## src/design/msp_pkg.sv

```systemverilog
// ----------------------------------------------------------------------------
// msp_pkg: shared types and constants for the MIDI serial message parser
// Holds the status byte constants and the parsed message bundle that
// travels from the parser core to the output register.
// ----------------------------------------------------------------------------
`default_nettype none

package msp_pkg;

	localparam logic [7:0] STATUS_BIT   = 8'h80;
	localparam logic [7:0] LOW_NIBBLE   = 8'h0F;
	localparam logic [7:0] SYSTEM_BASE  = 8'hF0;
	localparam logic [7:0] SYSEX_START  = 8'hF0;

	// One parsed message as it leaves the parser
	typedef struct packed {
		logic       valid;
		logic [7:0] message_type;
		logic [3:0] channel;
		logic [6:0] data_first;
		logic [6:0] data_second;
	} msp_result_t;

endpackage

`default_nettype wire

```

## src/design/msp_parser.sv

```systemverilog
// ----------------------------------------------------------------------------
// msp_parser: MIDI byte stream parser core
// Holds the parse phase and the current message header; turns one byte per
// enabled cycle into at most one complete message.
// ----------------------------------------------------------------------------
`default_nettype none

module msp_parser
	import msp_pkg::*;
(
	input  wire logic        clk,
	input  wire logic        arst_n,
	input  wire logic        step,
	input  wire logic [7:0]  rx_byte,
	output msp_result_t      result
);

	typedef enum logic [2:0] {
		PH_IDLE  = 3'd0,
		PH_DATA1 = 3'd1,
		PH_DATA2 = 3'd2,
		PH_SYSEX = 3'd3
	} phase_t;

	typedef enum logic [1:0] {
		LEN_NONE = 2'd0,
		LEN_ZERO = 2'd1,
		LEN_ONE  = 2'd2,
		LEN_TWO  = 2'd3
	} msg_len_t;

	// Data bytes that follow a status byte (channel nibble already cleared)
	function automatic msg_len_t data_len(input logic [7:0] mtype);
		msg_len_t len;
		len = LEN_NONE;
		if (mtype < SYSTEM_BASE) begin
			case (mtype[7:4]) inside
				4'hC, 4'hD: len = LEN_ONE;
				default:    len = LEN_TWO;
			endcase
		end else begin
			case (mtype) inside
				8'hF1, 8'hF3:                              len = LEN_ONE;
				8'hF2:                                     len = LEN_TWO;
				8'hF6, 8'hF8, 8'hFA, 8'hFB, 8'hFC, 8'hFE, 8'hFF: len = LEN_ZERO;
				default:                                   len = LEN_NONE;
			endcase
		end
		return len;
	endfunction

	phase_t     phase_q, phase_d;
	logic [7:0] held_type_q, held_type_d;
	logic [3:0] held_channel_q, held_channel_d;
	logic [6:0] held_first_q, held_first_d;
	logic [7:0] status_type;
	msg_len_t   status_len;
	msg_len_t   held_len;

	assign status_type = (rx_byte < SYSTEM_BASE) ? (rx_byte & ~LOW_NIBBLE) : rx_byte;
	assign status_len  = data_len(status_type);
	assign held_len    = data_len(held_type_q);

	// Next state and result for the byte at hand
	always_comb begin
		phase_d        = phase_q;
		held_type_d    = held_type_q;
		held_channel_d = held_channel_q;
		held_first_d   = held_first_q;
		result         = '0;
		if ((rx_byte & STATUS_BIT) != 8'h00) begin
			// status byte: always starts over
			held_type_d    = status_type;
			held_channel_d = rx_byte[3:0];
			if (rx_byte == SYSEX_START) begin
				phase_d = PH_SYSEX;
			end else begin
				case (status_len)
					LEN_ZERO: begin
						phase_d             = PH_IDLE;
						result.valid        = step;
						result.message_type = status_type;
						result.channel      = rx_byte[3:0];
					end
					LEN_ONE, LEN_TWO: phase_d = PH_DATA1;
					default:          phase_d = PH_IDLE;
				endcase
			end
		end else begin
			case (phase_q)
				PH_DATA1: begin
					if (held_len == LEN_ONE) begin
						phase_d             = PH_IDLE;
						result.valid        = step;
						result.message_type = held_type_q;
						result.channel      = held_channel_q;
						result.data_first   = rx_byte[6:0];
					end else begin
						held_first_d = rx_byte[6:0];
						phase_d      = PH_DATA2;
					end
				end
				PH_DATA2: begin
					phase_d             = PH_IDLE;
					result.valid        = step;
					result.message_type = held_type_q;
					result.channel      = held_channel_q;
					result.data_first   = held_first_q;
					result.data_second  = rx_byte[6:0];
				end
				PH_SYSEX: phase_d = PH_SYSEX;
				default:  phase_d = PH_IDLE;
			endcase
		end
	end

	// Parser state, updated only when a byte is consumed
	always_ff @(posedge clk or negedge arst_n) begin
		if (!arst_n) begin
			phase_q        <= PH_IDLE;
			held_type_q    <= '0;
			held_channel_q <= '0;
			held_first_q   <= '0;
		end else if (step) begin
			phase_q        <= phase_d;
			held_type_q    <= held_type_d;
			held_channel_q <= held_channel_d;
			held_first_q   <= held_first_d;
		end
	end

	// A completed message always drops the parser back to idle
	assert property (@(posedge clk) disable iff (!arst_n)
		result.valid |=> phase_q == PH_IDLE)
		else $error("parser not idle after a completed message");

	// Data bytes inside SysEx never produce a message
	assert property (@(posedge clk) disable iff (!arst_n)
		(phase_q == PH_SYSEX && !rx_byte[7]) |-> !result.valid)
		else $error("message emitted inside SysEx");

	// Every message carries a status byte as its type
	assert property (@(posedge clk) disable iff (!arst_n)
		result.valid |-> result.message_type[7])
		else $error("message type without status bit");

	// Second phase is only reachable for three-byte messages
	assert property (@(posedge clk) disable iff (!arst_n)
		phase_q == PH_DATA2 |-> held_len == LEN_TWO)
		else $error("waiting on second data byte of a short message");

endmodule

`default_nettype wire

```

## src/design/msp_out_reg.sv

```systemverilog
// ----------------------------------------------------------------------------
// msp_out_reg: message output register
// Holds one parsed message on the output channel until the receiver takes it.
// ----------------------------------------------------------------------------
`default_nettype none

module msp_out_reg
	import msp_pkg::*;
(
	input  wire logic        clk,
	input  wire logic        arst_n,
	input  wire logic        load,
	input  wire msp_result_t result,
	input  wire logic        out_stall,
	output logic             ready,
	output logic             out_valid,
	output logic [7:0]       message_type,
	output logic [3:0]       channel,
	output logic [6:0]       data_first,
	output logic [6:0]       data_second
);

	logic        valid_q;
	msp_result_t data_q;

	// Free when empty or when the held message leaves this cycle
	assign ready = !valid_q || !out_stall;

	always_ff @(posedge clk or negedge arst_n) begin
		if (!arst_n) begin
			valid_q <= 1'b0;
		end else if (ready) begin
			valid_q <= load && result.valid;
		end
	end

	always_ff @(posedge clk) begin
		if (ready && load) begin
			data_q <= result;
		end
	end

	assign out_valid    = valid_q;
	assign message_type = data_q.message_type;
	assign channel      = data_q.channel;
	assign data_first   = data_q.data_first;
	assign data_second  = data_q.data_second;

endmodule

`default_nettype wire

```

## src/design/midi_serial_message_parser_top.sv

```systemverilog
// ----------------------------------------------------------------------------
// midi_serial_message_parser_top: MIDI serial byte stream parser
// Usage:
//   Input channel (in_valid / in_stall / rx_byte) carries one received MIDI
//   byte per request. Output channel (out_valid / out_stall and the message
//   fields) carries one complete message per request.
//   A status byte always starts a new message and drops any partial one;
//   single-byte system messages come out at once, others after their one or
//   two data bytes. SysEx content, data bytes while idle, end of exclusive
//   and undefined status bytes produce nothing.
//   A byte taken in passes through the input register, then is parsed into
//   the output register.
//   Throughput: one byte per cycle while the receiver does not stall.
//   When the receiver stalls with a message held, the parser waits on the
//   byte in the input register and in_stall rises; no message is lost.
//   Reset (arst_n low) empties both registers and returns the parser to
//   idle with a cleared message header.
// ----------------------------------------------------------------------------
`default_nettype none

module midi_serial_message_parser_top
	import msp_pkg::*;
(
	input  wire logic       clk,
	input  wire logic       arst_n,
	input  wire logic       in_valid,
	output logic            in_stall,
	input  wire logic [7:0] rx_byte,
	output logic            out_valid,
	input  wire logic       out_stall,
	output logic [7:0]      message_type,
	output logic [3:0]      channel,
	output logic [6:0]      data_first,
	output logic [6:0]      data_second
);

	logic        valid_s1;
	logic [7:0]  byte_s1;
	logic        out_ready;
	logic        step;
	msp_result_t result;

	// Byte in stage one moves on when the output register has room
	assign step     = valid_s1 && out_ready;
	assign in_stall = valid_s1 && !out_ready;

	// Input register
	always_ff @(posedge clk or negedge arst_n) begin
		if (!arst_n) begin
			valid_s1 <= 1'b0;
		end else if (!in_stall) begin
			valid_s1 <= in_valid;
		end
	end

	always_ff @(posedge clk) begin
		if (in_valid && !in_stall) begin
			byte_s1 <= rx_byte;
		end
	end

	msp_parser u_parser (
		.clk     (clk),
		.arst_n  (arst_n),
		.step    (step),
		.rx_byte (byte_s1),
		.result  (result)
	);

	msp_out_reg u_out_reg (
		.clk          (clk),
		.arst_n       (arst_n),
		.load         (step),
		.result       (result),
		.out_stall    (out_stall),
		.ready        (out_ready),
		.out_valid    (out_valid),
		.message_type (message_type),
		.channel      (channel),
		.data_first   (data_first),
		.data_second  (data_second)
	);

endmodule

`default_nettype wire
```

## config.mk

```make
export PLATFORM = sky130hd
export DESIGN_NAME = midi_serial_message_parser_top
export DESIGN_NICKNAME = d
export VERILOG_FILES = /design/src/design/msp_pkg.sv /design/src/design/msp_parser.sv /design/src/design/msp_out_reg.sv /design/src/design/midi_serial_message_parser_top.sv
export SDC_FILE = /design/constraint.sdc
export NUM_CORES = 1
export LEC_CHECK = 0
export BUFFER_PORTS_ARGS = -buffer_cell sky130_fd_sc_hd__buf_2
export CAP_MARGIN = 40
export CORE_MARGIN = 10
export CORE_UTILIZATION = 56
export CTS_CLUSTER_SIZE = 30
export DETAILED_ROUTE_END_ITERATION = 8
export PLACE_DENSITY = 0.91
export SLEW_MARGIN = 20
export SYNTH_ARGS = -nofsm -noshare
export SYNTH_HDL_FRONTEND = slang
export SYNTH_SLANG_ARGS = --single-unit
```

## constraint.sdc

```tcl
create_clock -name clk -period 2.2 [get_ports clk]
set_input_delay 0.44 -clock clk [delete_from_list [all_inputs] [get_ports clk]]
set_output_delay 0.44 -clock clk [all_outputs]
set_load 0.01 [all_outputs]
```

# Yosys cells after proc, flatten, opt, wreduce, memory -nomap -nowiden
# Index checks and enable logic that the tools add are counted.
# totals
rom_bits	0
mem_bits_rw	0
memories	0
reg_bits	58
latchBits	0
# classes
muxes	21
multipliers	0
n_eq_ne	32
div_mod_pow	0
bitwise_logic	3
magnitude_cmp	3
n_reduce_logical	20
shifts	0
add_sub_neg	0
# ops
op	n
8-bit equality test (second input constant)	21
20-bit case mux with 2 select lines	1
13-bit 2-to-1 mux	3
8-bit less-than comparator (second input constant)	3
20-bit 2-to-1 mux	1
4-bit equality test (second input constant)	4
2-bit 2-to-1 mux	7
7-bit OR reduction	2
2-bit OR reduction	6
2-bit equality test (second input constant)	3
3-bit by 2-bit equality test with 1-bit output (second input constant)	2
3-bit 2-to-1 mux	2
1-bit logical AND	5
1-bit 2-to-1 mux	5
1-bit logical NOT	4
4-bit 2-to-1 mux	1
2-bit case mux with 2 select lines	1
4-bit AND reduction	1
3-bit by 1-bit equality test with 1-bit output (second input constant)	1
1-bit NOT	3
2-bit by 1-bit equality test with 1-bit output (second input constant)	1
2-bit AND reduction	1
1-bit logical OR	1

# Longest topological paths before layout
# logic_depth
depth_word	13
depth_mapped	6
depth_no_buf	5

# Cells and area by module
# Synthesis repeated with hierarchy kept, for this count alone.
# unflattened
hier_cells	206
area_unflattened_um2	2601.2
# modules_own_cells
mod	n_inst	cells_each	seq_area_each_um2	area_per_inst_um2
msp_parser	1	162	525.5	1471.4
msp_out_reg	1	30	805.8	825.8
midi_serial_message_parser_top	1	14	265.3	304.0

# Worst setup path after synthesis
# Ideal clock, no wire load.
# synth_timing
kind	reg-to-reg
start	reg u_parser.phase_q[0]
end	reg u_out_reg.data_q (netlist bit u_out_reg.channel[1]), data pin
path_stages_with_launch	6
arrival_ps	1432
setup_slack_ps	501
path_buffers	1
synth_period_minus_slack_ps	1699
cell_sequence	dfrtp_1 ha_1 and4b_1 a311oi_4 buf_6 o22ai_1
# synth_rtl
element	line_no	rtl
from (decl)	msp_parser.sv:52	phase_t phase_q, phase_d;
from (signal assigned)	msp_parser.sv:125	phase_q <= phase_d;
to (signal assigned)	msp_out_reg.sv:39	data_q <= result;
to (decl)	msp_out_reg.sv:24	msp_result_t data_q;

==> qor.txt <==
Outcome: complete, no violations
Asr flop ratio synth: 40.4%
LEAKAGE: 1.26 nW
Vias in the first global route: 1,779
Routability Congestion: 0.823
Slew margin rel.: 63.6%
Critical Path End Type: flop
Seq cells post-synth: 57
Register area: 0.00160 mm^2
Clock tree from TritonCTS: done
Vias per cell: 5.76
Post-synthesis simple-gate area fraction: 11.8%
Critical Path RT: 2.26 ns
Largest family of logic cells by synthesized area: compound AO/OA/AOI/OAI gates
DR WL/cell: 17.4 um
Cell internal pwr: 2.10 mW
Min-Delay Path Class: input port to asynchronous set/reset pin
Bufs on Longest Clock Path: 2
Clock network power share: 28.7%
Initial Util: 58.0%
I/O Buffers: 39
Crit path launch type: flop
DP HPWL: 3400 um
Worst path slowest cell: dfrtp_1
Clk root buf: clkbuf_8
N_diodes: 0
Crit path kind: flop to flop
DR pass1 iterations: 4
Share of cells above drive strength 1: 30.7%
Core Area: 0.00438 mm^2
H-Tree Depth: 3
Clk_skew: 0.00730 ns
CP peak stage delay: 0.37 ns
Switching pwr: 0.859 mW
Avg Inst Size Synth: 13.2 um^2
Reg power frac: 49.8%
Initial antenna violation count: 0
Area Growth Syn to Fin: 15.5%
Skew-Pair Late Insertion Delay: 0.34 ns
Die width: 87.4 um
Die Area: 0.00764 mm^2
Top_reg_cell synth: edfxtp_1
Number of synthesized flops with an enable pin: 34
Final wirelength: 5040 um
Overall power: 2.96 mW
Fmax: 552 MHz
Area post-placement: 0.00277 mm^2
Setup TNS: 0 ns
Die height: 87.4 um
Residual DRC: 0
Final period demand of the worst path: 1.81 ns
Row cnt: 24
Final Max Tran Viols: 0
Sw Ratio: 29.1%
DRT antenna net count: 0
Max-cap violation count: 0
Overflow after GRT: 0
Synth cell types: 47
CP top delay family: flip-flops
PD cells: 1010 mW/mm^2
Num CTS Buffers: 9
Tcrit/Tclk final: 82.4%
Crit-path cells: inv_1 > ha_1 > and4b_1 > a311oi_4 > buf_4 > o21ai_1
# resized after CTS: 0
Cts hold-fix bufs: 0
First-pass GRT wire length: 8590 um
Gate power share: 21.5%
Worst-Margin Slew: 0.546 ns
Vias: 1,670
Fin area: 0.00294 mm^2
Syn nets: 208
Post-CTS Setup Bufs: 0
CTS clk-pin slew, worst paths: 0.06 ns
Final setup viols: 0
Post-Synth Adder-Cell Area: 1.47%
CP max FO: 8
Mux contribution to synthesized area: 3.98%
# IOs: 40
Multi-input logic area: 836 um^2
Final nets: 248
Post-Synth XOR/XNOR Area: 0%
Compound-Gate Fraction of Synth Area: 15.6%
Arrival time at the worst endpoint: 1.87 ns
Setup crit start: u_parser.phase_q[1]
GRT Resource Usage Total: 14.5%
Initial DRC Count: 173
RSZ-0062 raised after global routing: no
Worst Path Buf+Inv: 2
Max IR drop VDD: 553 uV
R2R Path Start: u_parser.phase_q[1]
Largest net degree at the start of global routing: 39
Syn Std Cell Area: 0.00254 mm^2
CTS Sinks: 57
Final Hold Viols: 0
Ys Warns: 0
Final hold slack: 0.0837 ns
Post-Synthesis Cells: 193
Sequential element share of the synthesized area: 62.7%
Fill cell count: 319
-- metrics by stage --
step                      instances  utilization, %  setup slack [ns]
final                           290            67.1             0.387
after global routing            290            67.1             0.278
after CTS                       290            67.1             0.385
after detailed placement        274            63.1             0.427
after global placement          274            63.1             0.443
after floorplan                 193               -             0.501
-- logic make-up (layout without fill, tap and decap cells) --
group / after synthesis / in the layout
buf+inv: 22 / 67
mux: 7 / 7
fa+ha+maj: 3 / 3
compound gates: 50 / 50
flops: 57 / 57
simple gates: 54 / 54
-- final timing paths --
kind	end	slack, ns	cells past startpoint
max	u_out_reg.message_type[6]	0.39	6
min	u_parser.held_first_q[6]	0.08	1
max reg2reg	u_out_reg.message_type[6]	0.39	6
min reg2reg	u_parser.held_type_q[1]	0.50	1
max in group asynchronous	u_parser.held_type_q[3]	1.74	1
min in group clk	byte_s1[2]	0.28	1
-- power by group through the flow --
| stage | Sequential (mW) | Clock, mW | Combinational (mW) |
|---|---|---|---|
| 2_1_floorplan | 1.49 | 0 | 0.432 |
| 3_3_place_gp | 1.48 | 0 | 0.606 |
| 3_5_place_dp | 1.49 | 0 | 0.633 |
| 4_1_cts | 1.47 | 0.866 | 0.640 |
| 5_1_grt | 1.49 | 0.923 | 0.706 |
| 6_report | 1.47 | 0.848 | 0.635 |
-- final cells by class --
type	instances	share of cell area [%]
Clock inverter	3	0.511
Timing Repair Buffer	43	8.09
Clock buffer	13	5.40
Sequential cell	57	54.3
Inverter	8	1.06
Tap cell	52	2.21
Multi-Input combinational cell	114	28.4
-- sequential cells by signal (all words and copies together), names as in the netlist --
| signal | cells |
|---|---|
| u_out_reg.data_first | 7 |
| u_parser.held_type_q | 8 |
| byte_s1 | 8 |
| u_out_reg.out_valid | 1 |
| u_out_reg.message_type | 8 |
| u_parser.held_channel_q | 4 |
| u_out_reg.data_second | 7 |
| u_parser.held_first_q | 7 |
| u_parser.phase_q | 2 |
| u_out_reg.channel | 4 |
| valid_s1 | 1 |
-- per-layer routing --
layer / part of all wire (%) / vias to the layer above / wire length (um) / track usage (%)
met5: 0 / - / 0 / 0
met4: 2.0 / 0 / 101 / 8.99
met3: 7.5 / 12 / 379 / 5.34
met2: 47 / 63 / 2360 / 20.8
met1: 44 / 796 / 2190 / 18.1
li1: - / 799 / - / -
-- placed cells by master (no fill, tap or decap), types with 2 or more instances in the layout --
master / n
and2_1: 10
edfxtp_1: 34
ha_1: 3
nand2b_1: 3
dfrtp_1: 23
buf_4: 3
clkbuf_8: 11
nand2_1: 23
buf_2: 39
o21ai_1: 6
o31ai_1: 8
inv_1: 7
nor2_1: 2
mux2_4: 6
o21ai_0: 2
clkbuf_1: 2
a22o_1: 7
o22ai_1: 11
nand4_1: 3
clkinv_2: 4
nor2b_1: 2
a21bo_2: 3
-- cell usage after synthesis (all sizes together) (3+ instances only) --
cell,count,area share (%)
edfxtp,34,40
nand2,24,3.6
dfrtp,23,23
o22ai,11,2.7
and2,10,2.5
buf,9,2.5
o31ai,9,3.2
o21ai,8,1.6
a22o,7,2.4
inv,7,1.0
mux2,7,4.0
clkbuf,5,0.74
a21bo,3,1.2
ha,3,1.5
nand2b,3,0.74
nand4,3,0.74
Power figures use the tool's default switching activity.
